$ cat src/rtl/seqnum_resend_buffer_assert.svh
// Assertion macros for the sequence-number resend buffer.
`ifndef SEQNUM_RESEND_BUFFER_ASSERT_SVH
`define SEQNUM_RESEND_BUFFER_ASSERT_SVH
`ifndef SYNTHESIS
// Same-cycle implication, checked out of reset.
`define SRB_ASSERT_IMP(lbl, ante, cons, msg) \
  lbl: assert property (@(posedge clk) disable iff (!rst_n) (ante) |-> (cons)) \
    else $error(msg);
// Next-cycle implication, checked out of reset.
`define SRB_ASSERT_NEXT(lbl, ante, cons, msg) \
  lbl: assert property (@(posedge clk) disable iff (!rst_n) (ante) |=> (cons)) \
    else $error(msg);
`else
`define SRB_ASSERT_IMP(lbl, ante, cons, msg)
`define SRB_ASSERT_NEXT(lbl, ante, cons, msg)
`endif
`endif

$ cat src/rtl/srb_pkg.sv
// Shared types, sizes and codes for the sequence-number resend buffer.
`timescale 1ns / 1ps
package srb_pkg;

  localparam int ENTRIES     = 8;
  localparam int MAX_PAYLOAD = 32;

  localparam int SLOT_W    = $clog2(ENTRIES);
  localparam int REGIONS   = ENTRIES + 1;  // one spare region collects the pending write
  localparam int REGION_W  = $clog2(REGIONS);
  localparam int IDX_W     = (MAX_PAYLOAD > 1) ? $clog2(MAX_PAYLOAD) : 1;
  localparam int LEN_W     = $clog2(MAX_PAYLOAD + 1);
  localparam int MEM_DEPTH = REGIONS * MAX_PAYLOAD;
  localparam int MEM_AW    = $clog2(MEM_DEPTH);

  localparam int SEQ_W     = 16;
  localparam int BYTE_W    = 8;
  localparam int OP_W      = 2;
  localparam int ST_W      = 2;
  localparam int OUT_LEN_W = 6;

  // command queue depth, power of two
  localparam int CMDQ_DEPTH = 4;
  localparam int CMDQ_AW    = $clog2(CMDQ_DEPTH);

  typedef enum logic [OP_W-1:0] {
    OP_WRITE  = 2'd0,
    OP_LOOKUP = 2'd1,
    OP_CLEAR  = 2'd2
  } opcode_t;

  typedef enum logic [ST_W-1:0] {
    ST_STORED  = 2'd0,
    ST_FOUND   = 2'd1,
    ST_MISSING = 2'd2,
    ST_TRUNC   = 2'd3
  } status_t;

  typedef enum logic [1:0] {
    CMD_BYTE,
    CMD_COMMIT,
    CMD_LOOKUP,
    CMD_CLEAR
  } cmd_kind_t;

  typedef struct packed {
    cmd_kind_t          kind;
    logic               keep;   // byte goes to the spare region
    logic [IDX_W-1:0]   idx;    // byte position in the pending payload
    logic [BYTE_W-1:0]  data;
    logic [SEQ_W-1:0]   seq;
    logic [LEN_W-1:0]   len;    // committed length
    logic               over;   // some byte of this payload was dropped
  } cmd_t;

  typedef struct packed {
    logic full;
    logic empty;
  } q_stat_t;

  function automatic logic [OUT_LEN_W-1:0] fit_len(input logic [LEN_W-1:0] l);
    logic [LEN_W+OUT_LEN_W-1:0] w;
    w = {{OUT_LEN_W{1'b0}}, l};
    return w[OUT_LEN_W-1:0];
  endfunction

endpackage

$ cat src/rtl/srb_front.sv
// Front end: accepts input words, tracks the pending write and issues commands.
`timescale 1ns / 1ps
module srb_front (
  input  logic                         clk,
  input  logic                         rst_n,
  input  logic                         in_valid,
  output logic                         in_stall,
  input  logic [srb_pkg::OP_W-1:0]     in_opcode,
  input  logic [srb_pkg::SEQ_W-1:0]    in_seq_number,
  input  logic [srb_pkg::BYTE_W-1:0]   in_data_byte,
  input  logic                         in_final_byte,
  input  srb_pkg::q_stat_t             q_stat,
  output logic                         q_push,
  output srb_pkg::cmd_t                q_cmd
);

  logic [srb_pkg::LEN_W-1:0] pend_cnt_r, pend_cnt_nxt;
  logic                      pend_over_r, pend_over_nxt;
  logic                      acc;
  logic                      keep;
  logic [srb_pkg::LEN_W-1:0] cnt_inc;

  assign in_stall = q_stat.full;
  assign acc      = in_valid && !q_stat.full;
  assign keep     = pend_cnt_r < srb_pkg::LEN_W'(srb_pkg::MAX_PAYLOAD);
  assign cnt_inc  = keep ? pend_cnt_r + srb_pkg::LEN_W'(1) : pend_cnt_r;

  always_comb begin
    q_push        = 1'b0;
    q_cmd.kind    = srb_pkg::CMD_BYTE;
    q_cmd.keep    = keep;
    q_cmd.idx     = pend_cnt_r[srb_pkg::IDX_W-1:0];
    q_cmd.data    = in_data_byte;
    q_cmd.seq     = in_seq_number;
    q_cmd.len     = cnt_inc;
    q_cmd.over    = pend_over_r | ~keep;
    pend_cnt_nxt  = pend_cnt_r;
    pend_over_nxt = pend_over_r;
    case (in_opcode)
      srb_pkg::OP_WRITE: begin
        q_push = acc;
        if (in_final_byte) begin
          q_cmd.kind = srb_pkg::CMD_COMMIT;
          if (acc) begin
            pend_cnt_nxt  = '0;
            pend_over_nxt = 1'b0;
          end
        end else if (acc) begin
          pend_cnt_nxt  = cnt_inc;
          pend_over_nxt = pend_over_r | ~keep;
        end
      end
      srb_pkg::OP_LOOKUP: begin
        q_push     = acc;
        q_cmd.kind = srb_pkg::CMD_LOOKUP;
      end
      srb_pkg::OP_CLEAR: begin
        q_push     = acc;
        q_cmd.kind = srb_pkg::CMD_CLEAR;
      end
      default: q_push = 1'b0;  // unused opcode: taken and dropped
    endcase
  end

  always_ff @(posedge clk) begin
    if (!rst_n) begin
      pend_cnt_r  <= '0;
      pend_over_r <= 1'b0;
    end else begin
      pend_cnt_r  <= pend_cnt_nxt;
      pend_over_r <= pend_over_nxt;
    end
  end

endmodule

$ cat src/rtl/srb_cmd_fifo.sv
// Short command queue between front end and table engine.
`timescale 1ns / 1ps
module srb_cmd_fifo (
  input  logic             clk,
  input  logic             rst_n,
  input  logic             push,
  input  srb_pkg::cmd_t    push_cmd,
  input  logic             pop,
  output srb_pkg::cmd_t    head_cmd,
  output srb_pkg::q_stat_t q_stat
);

  srb_pkg::cmd_t                mem_r [srb_pkg::CMDQ_DEPTH];
  logic [srb_pkg::CMDQ_AW-1:0] wr_ptr_r, rd_ptr_r;
  logic [srb_pkg::CMDQ_AW:0]   cnt_r;

  assign head_cmd     = mem_r[rd_ptr_r];
  assign q_stat.full  = cnt_r == (srb_pkg::CMDQ_AW + 1)'(srb_pkg::CMDQ_DEPTH);
  assign q_stat.empty = cnt_r == '0;

  always_ff @(posedge clk) begin
    if (push) begin
      mem_r[wr_ptr_r] <= push_cmd;
    end
  end

  always_ff @(posedge clk) begin
    if (!rst_n) begin
      wr_ptr_r <= '0;
      rd_ptr_r <= '0;
      cnt_r    <= '0;
    end else begin
      if (push) begin
        wr_ptr_r <= wr_ptr_r + srb_pkg::CMDQ_AW'(1);
      end
      if (pop) begin
        rd_ptr_r <= rd_ptr_r + srb_pkg::CMDQ_AW'(1);
      end
      case ({push, pop})
        2'b10:   cnt_r <= cnt_r + (srb_pkg::CMDQ_AW + 1)'(1);
        2'b01:   cnt_r <= cnt_r - (srb_pkg::CMDQ_AW + 1)'(1);
        default: cnt_r <= cnt_r;
      endcase
    end
  end

endmodule

$ cat src/rtl/srb_back.sv
// Table engine: slot table, payload memory, lookup streaming and result register.
`timescale 1ns / 1ps
module srb_back (
  input  logic                            clk,
  input  logic                            rst_n,
  input  srb_pkg::cmd_t                   head_cmd,
  input  srb_pkg::q_stat_t                q_stat,
  output logic                            q_pop,
  output logic                            out_valid,
  input  logic                            out_stall,
  output logic [srb_pkg::ST_W-1:0]        out_status,
  output logic [srb_pkg::BYTE_W-1:0]      out_byte,
  output logic [srb_pkg::OUT_LEN_W-1:0]   out_payload_length,
  output logic                            out_last_result
);

  typedef enum logic {S_IDLE, S_EMIT} state_t;

  localparam int SLOT_W   = srb_pkg::SLOT_W;
  localparam int REGION_W = srb_pkg::REGION_W;
  localparam int MEM_AW   = srb_pkg::MEM_AW;
  localparam int LEN_W    = srb_pkg::LEN_W;

  // slot table
  logic [srb_pkg::ENTRIES-1:0] slot_valid_r;
  logic [srb_pkg::SEQ_W-1:0]   slot_seq_r [srb_pkg::ENTRIES];
  logic [LEN_W-1:0]            slot_len_r [srb_pkg::ENTRIES];
  logic [REGION_W-1:0]         slot_map_r [srb_pkg::ENTRIES];
  logic [REGION_W-1:0]         spare_r;
  logic [SLOT_W-1:0]           oldest_r;

  // payload memory
  logic [srb_pkg::BYTE_W-1:0]  mem [srb_pkg::MEM_DEPTH];
  logic [srb_pkg::BYTE_W-1:0]  rd_data_r;
  logic                        rd_en, wr_en;
  logic [MEM_AW-1:0]           rd_addr, wr_addr;

  // control and result registers
  state_t                      state_r, state_nxt;
  logic [MEM_AW-1:0]           str_addr_r, str_addr_nxt;
  logic [LEN_W-1:0]            str_pos_r, str_pos_nxt;
  logic [LEN_W-1:0]            str_len_r, str_len_nxt;
  logic                        out_valid_r, out_valid_nxt;
  srb_pkg::status_t            out_status_r, out_status_nxt;
  logic [srb_pkg::BYTE_W-1:0]  out_byte_r, out_byte_nxt;
  logic [srb_pkg::OUT_LEN_W-1:0] out_len_r, out_len_nxt;
  logic                        out_last_r, out_last_nxt;

  logic                        tbl_commit, tbl_clear;
  logic                        out_free;
  logic                        hit, free_found, last_byte;
  logic [SLOT_W-1:0]           hit_slot, free_slot, sel_slot;
  logic [REGION_W-1:0]         sel_region;
  logic [MEM_AW-1:0]           sel_base;

  function automatic logic [SLOT_W-1:0] age_slot(input logic [SLOT_W-1:0] oldest,
                                                 input int age);
    logic [SLOT_W:0] sum;
    sum = {1'b0, oldest} + (SLOT_W + 1)'(age);
    if (sum >= (SLOT_W + 1)'(srb_pkg::ENTRIES)) begin
      sum = sum - (SLOT_W + 1)'(srb_pkg::ENTRIES);
    end
    return sum[SLOT_W-1:0];
  endfunction

  function automatic logic [MEM_AW-1:0] region_base(input logic [REGION_W-1:0] region);
    logic [MEM_AW-1:0] r;
    r = MEM_AW'(region);
    return r * MEM_AW'(srb_pkg::MAX_PAYLOAD);
  endfunction

  // oldest-first priority search: lowest age wins
  always_comb begin
    logic [SLOT_W-1:0] s;
    hit        = 1'b0;
    hit_slot   = '0;
    free_found = 1'b0;
    free_slot  = '0;
    for (int a = srb_pkg::ENTRIES - 1; a >= 0; a--) begin
      s = age_slot(oldest_r, a);
      if (slot_valid_r[s] && slot_seq_r[s] == head_cmd.seq) begin
        hit      = 1'b1;
        hit_slot = s;
      end
      if (!slot_valid_r[s]) begin
        free_found = 1'b1;
        free_slot  = s;
      end
    end
  end

  assign sel_slot   = (head_cmd.kind == srb_pkg::CMD_LOOKUP) ? hit_slot :
                      (free_found ? free_slot : oldest_r);
  assign sel_region = slot_map_r[sel_slot];
  assign sel_base   = region_base(sel_region);
  assign out_free   = !out_valid_r || !out_stall;
  assign last_byte  = (str_pos_r + LEN_W'(1)) == str_len_r;
  assign wr_addr    = region_base(spare_r) + MEM_AW'(head_cmd.idx);

  always_comb begin
    state_nxt      = state_r;
    str_addr_nxt   = str_addr_r;
    str_pos_nxt    = str_pos_r;
    str_len_nxt    = str_len_r;
    out_valid_nxt  = out_valid_r && out_stall;
    out_status_nxt = out_status_r;
    out_byte_nxt   = out_byte_r;
    out_len_nxt    = out_len_r;
    out_last_nxt   = out_last_r;
    q_pop          = 1'b0;
    rd_en          = 1'b0;
    rd_addr        = str_addr_r;
    wr_en          = 1'b0;
    tbl_commit     = 1'b0;
    tbl_clear      = 1'b0;
    case (state_r)
      S_IDLE: begin
        if (!q_stat.empty) begin
          case (head_cmd.kind)
            srb_pkg::CMD_BYTE: begin
              q_pop = 1'b1;
              wr_en = head_cmd.keep;
            end
            srb_pkg::CMD_CLEAR: begin
              q_pop     = 1'b1;
              tbl_clear = 1'b1;
            end
            srb_pkg::CMD_COMMIT: begin
              if (out_free) begin
                q_pop          = 1'b1;
                wr_en          = head_cmd.keep;
                tbl_commit     = 1'b1;
                out_valid_nxt  = 1'b1;
                out_status_nxt = head_cmd.over ? srb_pkg::ST_TRUNC : srb_pkg::ST_STORED;
                out_byte_nxt   = '0;
                out_len_nxt    = srb_pkg::fit_len(head_cmd.len);
                out_last_nxt   = 1'b1;
              end
            end
            srb_pkg::CMD_LOOKUP: begin
              if (hit) begin
                q_pop        = 1'b1;
                rd_en        = 1'b1;
                rd_addr      = sel_base;
                str_addr_nxt = sel_base + MEM_AW'(1);
                str_pos_nxt  = '0;
                str_len_nxt  = slot_len_r[hit_slot];
                state_nxt    = S_EMIT;
              end else if (out_free) begin
                q_pop          = 1'b1;
                out_valid_nxt  = 1'b1;
                out_status_nxt = srb_pkg::ST_MISSING;
                out_byte_nxt   = '0;
                out_len_nxt    = '0;
                out_last_nxt   = 1'b1;
              end
            end
            default: q_pop = 1'b0;
          endcase
        end
      end
      S_EMIT: begin
        // rd_data_r holds the byte at str_pos_r; next read overlaps the load
        if (out_free) begin
          out_valid_nxt  = 1'b1;
          out_status_nxt = srb_pkg::ST_FOUND;
          out_byte_nxt   = rd_data_r;
          out_len_nxt    = srb_pkg::fit_len(str_len_r);
          out_last_nxt   = last_byte;
          if (last_byte) begin
            state_nxt = S_IDLE;
          end else begin
            rd_en        = 1'b1;
            str_addr_nxt = str_addr_r + MEM_AW'(1);
            str_pos_nxt  = str_pos_r + LEN_W'(1);
          end
        end
      end
      default: state_nxt = S_IDLE;
    endcase
  end

  always_ff @(posedge clk) begin
    if (!rst_n) begin
      state_r     <= S_IDLE;
      out_valid_r <= 1'b0;
    end else begin
      state_r     <= state_nxt;
      out_valid_r <= out_valid_nxt;
    end
    str_addr_r   <= str_addr_nxt;
    str_pos_r    <= str_pos_nxt;
    str_len_r    <= str_len_nxt;
    out_status_r <= out_status_nxt;
    out_byte_r   <= out_byte_nxt;
    out_len_r    <= out_len_nxt;
    out_last_r   <= out_last_nxt;
  end

  // slot control: valid bits, age pointer and the region map (a permutation)
  always_ff @(posedge clk) begin
    if (!rst_n) begin
      slot_valid_r <= '0;
      oldest_r     <= '0;
      spare_r      <= REGION_W'(srb_pkg::ENTRIES);
      for (int i = 0; i < srb_pkg::ENTRIES; i++) begin
        slot_map_r[i] <= REGION_W'(i);
      end
    end else if (tbl_clear) begin
      slot_valid_r <= '0;
      oldest_r     <= '0;
    end else if (tbl_commit) begin
      slot_valid_r[sel_slot] <= 1'b1;
      slot_map_r[sel_slot]   <= spare_r;
      spare_r                <= sel_region;
      if (!free_found) begin
        oldest_r <= (oldest_r == SLOT_W'(srb_pkg::ENTRIES - 1)) ? '0
                                                                : oldest_r + SLOT_W'(1);
      end
    end
  end

  always_ff @(posedge clk) begin
    if (tbl_commit) begin
      slot_seq_r[sel_slot] <= head_cmd.seq;
      slot_len_r[sel_slot] <= head_cmd.len;
    end
  end

  always_ff @(posedge clk) begin
    if (wr_en) begin
      mem[wr_addr] <= head_cmd.data;
    end
  end

  always_ff @(posedge clk) begin
    if (rd_en) begin
      rd_data_r <= mem[rd_addr];
    end
  end

  assign out_valid          = out_valid_r;
  assign out_status         = out_status_r;
  assign out_byte           = out_byte_r;
  assign out_payload_length = out_len_r;
  assign out_last_result    = out_last_r;

endmodule

$ cat src/rtl/seqnum_resend_buffer.sv
// Top level of the sequence-number resend buffer.
//
// Resend buffer keyed by 16-bit sequence numbers, 8 slots of up to 32 bytes.
// Input channel (in_valid / in_stall): one word per cycle while in_stall is low. Opcode write carries
// one payload byte; the word with in_final_byte set commits the payload under
// in_seq_number into a free slot, or over the oldest slot when all are in use.
// Lookup streams the oldest matching payload, one result word per byte, or
// returns a single not-found word. Clear empties the table.
// Result channel (out_valid / out_stall): out_last_result marks the final word
// of each request. A commit result is registered as the engine takes the
// command from the queue; a lookup hit first reads the payload RAM into a
// register, then streams one byte per cycle while out_stall is low. The
// front end takes one word per cycle into a 4-deep command queue while it
// is not full; the engine retires writes and clears freely, a commit or miss
// once the result register is free, a hit byte by byte on one RAM port.
// Payload RAM has one spare region that collects the pending write, so a
// commit is a slot remap and no copy. A stalled receiver holds the result
// register; the engine waits and the queue fills, then in_stall rises.
// Reset (rst_n low, synchronous) empties the table and the queue and drops
// any partially written payload.
`timescale 1ns / 1ps
`include "seqnum_resend_buffer_assert.svh"
module seqnum_resend_buffer (
  input  logic                          clk,
  input  logic                          rst_n,
  input  logic                          in_valid,
  output logic                          in_stall,
  input  logic [srb_pkg::OP_W-1:0]      in_opcode,
  input  logic [srb_pkg::SEQ_W-1:0]     in_seq_number,
  input  logic [srb_pkg::BYTE_W-1:0]    in_data_byte,
  input  logic                          in_final_byte,
  output logic                          out_valid,
  input  logic                          out_stall,
  output logic [srb_pkg::ST_W-1:0]      out_status,
  output logic [srb_pkg::BYTE_W-1:0]    out_byte,
  output logic [srb_pkg::OUT_LEN_W-1:0] out_payload_length,
  output logic                          out_last_result
);

  // front end -> queue
  logic             q_push;
  srb_pkg::cmd_t    q_cmd;
  // queue -> table engine
  logic             q_pop;
  srb_pkg::cmd_t    head_cmd;
  srb_pkg::q_stat_t q_stat;

  srb_front u_front (
    .clk           (clk),
    .rst_n         (rst_n),
    .in_valid      (in_valid),
    .in_stall      (in_stall),
    .in_opcode     (in_opcode),
    .in_seq_number (in_seq_number),
    .in_data_byte  (in_data_byte),
    .in_final_byte (in_final_byte),
    .q_stat        (q_stat),
    .q_push        (q_push),
    .q_cmd         (q_cmd)
  );

  srb_cmd_fifo u_cmd_fifo (
    .clk      (clk),
    .rst_n    (rst_n),
    .push     (q_push),
    .push_cmd (q_cmd),
    .pop      (q_pop),
    .head_cmd (head_cmd),
    .q_stat   (q_stat)
  );

  srb_back u_back (
    .clk                (clk),
    .rst_n              (rst_n),
    .head_cmd           (head_cmd),
    .q_stat             (q_stat),
    .q_pop              (q_pop),
    .out_valid          (out_valid),
    .out_stall          (out_stall),
    .out_status         (out_status),
    .out_byte           (out_byte),
    .out_payload_length (out_payload_length),
    .out_last_result    (out_last_result)
  );

  // queue bookkeeping between the two halves
  `SRB_ASSERT_IMP(a_no_push_full, q_push, !q_stat.full, "command pushed into full queue")
  `SRB_ASSERT_IMP(a_no_pop_empty, q_pop, !q_stat.empty, "command popped from empty queue")
  `SRB_ASSERT_NEXT(a_push_fills, q_push && !q_pop, !q_stat.empty, "queue empty after push")

endmodule

$ cat config.mk
export PLATFORM = sky130hd
export DESIGN_NAME = seqnum_resend_buffer
export DESIGN_NICKNAME = d
export VERILOG_FILES = /design/src/rtl/srb_pkg.sv /design/src/rtl/srb_front.sv /design/src/rtl/srb_cmd_fifo.sv /design/src/rtl/srb_back.sv /design/src/rtl/seqnum_resend_buffer.sv
export VERILOG_INCLUDE_DIRS = /design/src /design/src/rtl
export SDC_FILE = /design/constraint.sdc
export NUM_CORES = 2
export LEC_CHECK = 0
export ABC_AREA = 1
export ABC_CLOCK_PERIOD_IN_PS = 17620
export BUFFER_PORTS_ARGS = -buffer_cell sky130_fd_sc_hd__buf_2
export CELL_PAD_IN_SITES_DETAIL_PLACEMENT = 1
export CELL_PAD_IN_SITES_GLOBAL_PLACEMENT = 2
export CORE_MARGIN = 2
export CORE_UTILIZATION = 47
export CTS_CLUSTER_DIAMETER = 30
export CTS_CLUSTER_SIZE = 40
export DETAILED_ROUTE_END_ITERATION = 8
export PLACE_DENSITY = 0.83
export REMOVE_ABC_BUFFERS = 1
export SKIP_LAST_GASP = 1
export SYNTH_ARGS = -nofsm -noshare
export SYNTH_HDL_FRONTEND = slang
export SYNTH_SLANG_ARGS = --single-unit
$ cat constraint.sdc
create_clock -name clk -period 17.62 [get_ports clk]
set_clock_uncertainty 0.05 [all_clocks]
set_input_delay 2.643 -clock clk [delete_from_list [all_inputs] [get_ports clk]]
set_output_delay 2.643 -clock clk [all_outputs]
set_load 0.01 [all_outputs]
# Word-level counts from Yosys, hierarchy flattened
# Memories as Yosys holds them, arrays and structs flattened. A register that Yosys moved wholly into a read port is not among the register bits.
# Cells that the tools add are included.
# classes
eq_ne,27
add_sub_neg,25
bitwise,8
n_lt_le_gt_ge,19
muxes,158
n_reduce_logical,30
# ops
op,count
16-bit equality test,8
3-bit two-way mux,28
6-bit two-way mux,14
9-bit two-way mux,9
1-bit two-way mux,67
"3-bit by 4-bit < comparator with 1-bit output, second input constant",9
6-bit case mux with 2 select lines,3
8-bit two-way mux,4
8-bit case mux with 2 select lines,2
"4-bit greater-or-equal comparator, second input constant",7
"3-bit by 1-bit subtractor with 3-bit output, second input constant",9
1-bit binary-select mux with 3-bit select,8
"9-bit by 1-bit adder with 9-bit output, second input constant",2
9-bit case mux with 2 select lines,1
"3-bit by 3-bit adder with 4-bit output, second input constant",4
2-bit two-way mux,8
1-bit case mux with 2 select lines,7
"6-bit by 1-bit adder with 6-bit output, second input constant",2
1-bit logical AND,11
9-bit by 5-bit adder with 9-bit output,1
"3-bit by 2-bit != test with 1-bit output, second input constant",3
"3-bit by 2-bit adder with 4-bit output, second input constant",2
"2-bit equality test, second input constant",4
8-bit bitwise OR,1
other kinds (32),53
# totals
word_cells,288
ramBits,2668
input_bits,31
mem_count,5
output_inout_bits,19
ff_bits,63
# mem_list
memory,depth,word_bits,read_ports,rd_clocked_by_memory_dff,write_ports,line_no,text
u_back.mem,288,8,1,1,1,srb_back.sv:33,logic [srb_pkg::BYTE_W-1:0] mem [srb_pkg::MEM_DEPTH];
u_cmd_fifo.mem_r,4,39,1,1,1,srb_cmd_fifo.sv:13,srb_pkg::cmd_t mem_r [srb_pkg::CMDQ_DEPTH];
u_back.slot_seq_r,8,16,8,0,1,srb_back.sv:26,logic [srb_pkg::SEQ_W-1:0] slot_seq_r [srb_pkg::ENTRIES];
u_back.slot_len_r,8,6,1,1,1,srb_back.sv:27,logic [LEN_W-1:0] slot_len_r [srb_pkg::ENTRIES];
u_back.slot_map_r,8,4,1,0,8,srb_back.sv:28,logic [REGION_W-1:0] slot_map_r [srb_pkg::ENTRIES];

# Depth between registers and ports, before layout
# An unclocked memory read counts as a cell.
# depth
depth_word,21
ltp_mapped,42
mapped_depth_nobuf,35

# Modules after synthesis
# From an unflattened synthesis, not the netlist that was laid out.
# unflattened
cells_unflattened,11137
area_unflattened_um2,122208.5
# modules_own_cells
mod,area_per_inst_um2,instances,seq_area_each_um2,cells_per_inst
srb_back,115256.8,1,77214.1,10594
srb_cmd_fifo,6227.2,1,4864.7,435
srb_front,724.4,1,140.1,108

# Least setup slack after synthesis
# No wires, ideal clock.
# synth_timing
path_type,register to register
from,reg (tool-made name)
to,"mem u_back.mem[0][7] (netlist name), data pin"
n_path_buf,6
period_less_slack_ns,11.410
setup_slack_ns,6.210
arrival_ns,9.602
setup_ns,1.759
t_required_ns,15.811
path_stages_with_launch,10
path_cell_list,dfxtp_1 -> buf_6 -> inv_4 -> buf_4 -> clkbuf_1 -> clkbuf_1 -> clkbuf_1 -> buf_1 -> o21ai_0 -> o22ai_1
# synth_rtl
element,line_no
"end, declared",srb_back.sv:33

# Worst setup path after layout
# layout_timing
from,reg u_back.oldest_r[0]
to,"reg u_back.rd_data_r[2] (netlist name), read port of u_back.mem, data pin"
# layout_via
elab_chain_len,20
word_cells_on_any_way,107
cone_classes,add/sub: 15; order compare: 8; eq/ne: 8; mux: 66; reduce/logical: 8; memory: 2
# layout_rtl
element,line_no,text
"start, declared",srb_back.sv:30,logic [SLOT_W-1:0] oldest_r;
"start signal, assigned",srb_back.sv:217,oldest_r <= (oldest_r == SLOT_W'(srb_pkg::ENTRIES - 1)) ? '0
3-bit by 3-bit adder with 4-bit output,srb_back.sv:59,"sum = {1'b0, oldest} + (SLOT_W + 1)'(age);"
4-bit greater-or-equal comparator / 3-bit by 1-bit subtractor with 3-bit output (equally long branches),"srb_back.sv:60, srb_back.sv:61",
3-bit two-way mux,srb_back.sv:60,if (sum >= (SLOT_W + 1)'(srb_pkg::ENTRIES)) begin
memory read 8 x 16 bit / 1-bit binary-select mux with 3-bit select (equally long branches),n/a,
16-bit equality test / 1-bit two-way mux (equally long branches),"srb_back.sv:81, srb_back.sv:85",
1-bit logical AND (tied with other cells),srb_back.sv:81,if (slot_valid_r[s] && slot_seq_r[s] == head_cmd.seq) begin
3-bit two-way mux (tied with other cells) (7 in series),srb_back.sv:81,
"3-bit two-way mux, on equally long branches","srb_back.sv:81, srb_back.sv:93",
3-bit two-way mux,srb_back.sv:92,assign sel_slot = (head_cmd.kind == srb_pkg::CMD_LOOKUP) ? hit_slot :
memory read 8 x 4 bit,n/a,
9-bit two-way mux,srb_back.sv:141,if (hit) begin
9-bit two-way mux,srb_back.sv:119,case (head_cmd.kind)
9-bit two-way mux,srb_back.sv:118,if (!q_stat.empty) begin
9-bit two-way mux,srb_back.sv:116,case (state_r)
"end, declared",srb_back.sv:34,logic [srb_pkg::BYTE_W-1:0] rd_data_r;
# Several ways; a longest one is shown, not always the timed one. The select of a mux whose other input is x is not followed.
# A chain may end at the register's enable or synchronous reset.

==> impl_results.md <==
- Max_cap viols: 0
- Initial antenna violation count: 11
- Seq cells post-synth: 2750
- Final cell count without fillers: 15377
- Largest stage delay on the critical path: 0.93 ns
- DP Worst Slack: 7.36 ns
- Worst-skew pair later-pin latency: 1.01 ns
- Dominant cell by count in the synthesized netlist: edfxtp_1
- Run status: finished, final reports clean
- Drt drc: 0
- FFs w/ async S/R, synth: 0
- Root buffer cell: clkbuf_16
- Ranking of synthesized cells by area: edfxtp_1, nand3_1, nand2_1
- # nets final: 11467
- Period utilization: 0.589
- Vias in the first global route: 97114
- Die Height: 516 um
- Synth Instances: 11385
- Worst endpoint data arrival time: 11.06 ns
- Hold Path Class: flip-flop to flip-flop
- Worst Path Required: 18.31 ns
- Final hold vios: 0
- Effective utilization at floorplan: 0.473
- DR vias: 92125
- Htree depth: 6
- Die Wd: 516 um
- Maximum vdd drop: 0.000214 V
- Hold Slack: 0.451 ns
- Tmin final: 10.37 ns
- Resize count post-CTS: 0
- Routability Congestion: 0.897
- EDFF count, synth: 2714
- Syn avg cell area: 10.8 um2
- TritonCTS clock tree: done
- IO Pins: 50
- CTS buffer count: 574
- Final setup viols: 0
- Fin area: 145000 um2
- Post-synth top area share: 0.662
- CP max stage cell: buf_4
- LEAKAGE: 53.4 nW
- Slew Limit Fails: 0
- Critical Path Fanout Max: 166
- Post-CTS Setup Bufs: 0
- Post-synthesis sequential area ratio: 0.668
- YS warnings: 0
- Max_slew headroom: 0.116
- Global-route wire length before repair: 631 mm
- Post-synth cell types: 50
- Worst-Margin Slew: 1.33 ns
- RSZ-0062 raised after global routing: false
- Post-synth top cells: edfxtp_1, nand3_1, nand2_1
- Iter 0 DRT Violations: 9298
- Grt ovf: 0
- Power per cell area: 150 nW/um2
- Syn Std Cell Area: 123000 um2
- Longest Clk Path Bufs: 4
- Core Box Area: 260000 um2
- GRT Total Usage: 0.317
- Post-synth top area cell: edfxtp_1
- Max Clk Rate: 96.4 MHz
- Crit Path Category: flip-flop to flip-flop
- Dpl cell area: 126000 um2
- Via density: 5.99
- Primary FF master, synth: edfxtp_1
- Hold-fix buffers, CTS: 0
- Startpoint Class: flip-flop
- Clock Sinks: 2750
- WL per Instance: 27.9 um
- Die area: 266000 um2
- Port Buffer Count: 49
- Final worst slack: 7.25 ns
- Post-DP HPWL: 242 mm
- Final WL: 428 mm
- Largest net degree at the start of global routing: 174
- Initial DRT Pass Iterations: 6
- Post-route ant nets: 0
- Placed insts: 14338
- Share of post-route cells with drive strength above 1: 0.116
- Area growth syn-to-layout: 17.7%
- Critical path capture point type: flip-flop
- Site row count: 187
- Worst-path clk slew: 0.05 ns
[cell usage in the layout (no fill, tap or decap), types with 31 or more instances in the layout]
master	netlist	layout
clkinv_2	0	85
buf_4	73	133
nand3_1	2012	2011
or2_2	198	198
nand2_2	30	40
nor2_1	1281	1269
o221ai_1	92	92
nand3b_1	305	305
bufinv_16	0	71
edfxtp_1	2714	2714
clkinv_1	8	89
o21ai_0	433	433
o21ai_1	113	113
clkbuf_16	0	580
dfxtp_1	36	31
a21oi_1	71	70
clkinvlp_4	0	38
o2111ai_1	48	48
nand2_1	2001	1983
clkbuf_1	331	91
o211ai_1	308	308
inv_1	810	809
buf_2	228	49
[stage by stage]
stage / TNS (ns) / total power [mW] / utilization
6_report: 0 / 21.7 / 0.557
5_1_grt: 0 / 22.2 / 0.557
4_1_cts: 0 / 21.8 / 0.557
3_5_place_dp: 0 / 11.1 / 0.483
3_3_place_gp: 0 / 11.0 / 0.483
2_1_floorplan: -356.08 / 10.0 / -
[power by group]
group	internal [mW]	leakage, nW	switching [mW]
Combinational	0.338	19.4	2.29
Clock	7.10	9.28	3.64
Sequential	8.32	24.7	0.0554
Total	15.8	53.4	5.98
[final timing paths]
check / start / end / slack [ns] / cells after the start
max reg2reg: u_back.oldest_r[0]$_SDFFE_PP0P_ / u_back.rd_data_r[2]$_DFFE_PP_ / 7.25 / 33
min reg2reg: u_back.slot_valid_r[2]$_SDFFE_PP0P_ / u_back.slot_valid_r[2]$_SDFFE_PP0P_ / 0.45 / 1
min: u_back.slot_valid_r[2]$_SDFFE_PP0P_ / u_back.slot_valid_r[2]$_SDFFE_PP0P_ / 0.45 / 1
max: u_back.oldest_r[0]$_SDFFE_PP0P_ / u_back.rd_data_r[2]$_DFFE_PP_ / 7.25 / 33
[layout make-up]
| cell class | instances | area [um2] |
|---|---|---|
| inverters | 850 | 3230 |
| well taps | 3496 | 4370 |
| repair buffers | 192 | 1440 |
| clock inverters | 356 | 4340 |
| flip-flops and latches | 2750 | 82200 |
| fillers | 26945 | 115000 |
| clock buffers | 675 | 14900 |
| diodes | 8 | 20.0 |
| multi-input cells | 7050 | 34400 |
[logic make-up after synthesis]
kind of cell	count (synthesis)	synth area share
simple gates	5876	0.215
flops	2750	0.668
buf+inv	1585	0.0556
compound gates	1126	0.0576
xor+xnor	29	0.00206
fa+ha+maj	18	0.00189
mux	1	0.000183
[sequential cells by signal, indices dropped and copies added (netlist names), 8 cells and up, named ones only]
signal	count
u_back.slot_map_r	32
u_back.mem	2304
u_back.slot_valid_r	8
u_cmd_fifo.mem_r	156
u_back.slot_len_r	48
u_back.str_addr_r	9
u_back.out_byte	8
u_back.rd_data_r	8
u_back.slot_seq_r	128
[worst max-delay path: cells and delay by family (launching register included)]
family	cells	cell delay, ns
fa+ha+maj	1	0.43
compound gates	1	0.14
simple gates	24	3.74
buf+inv	7	4.54
flops	1	0.84
[metal layers]
metal / GRT usage / wire length [um] / vias up
li1: - / - / 40204
met1: 0.403 / 168000 / 47095
met2: 0.531 / 209000 / 3874
met3: 0.0497 / 30600 / 948
met4: 0.148 / 20200 / 4
met5: 0 / 23 / -
(Power assumes the default switching activity.)
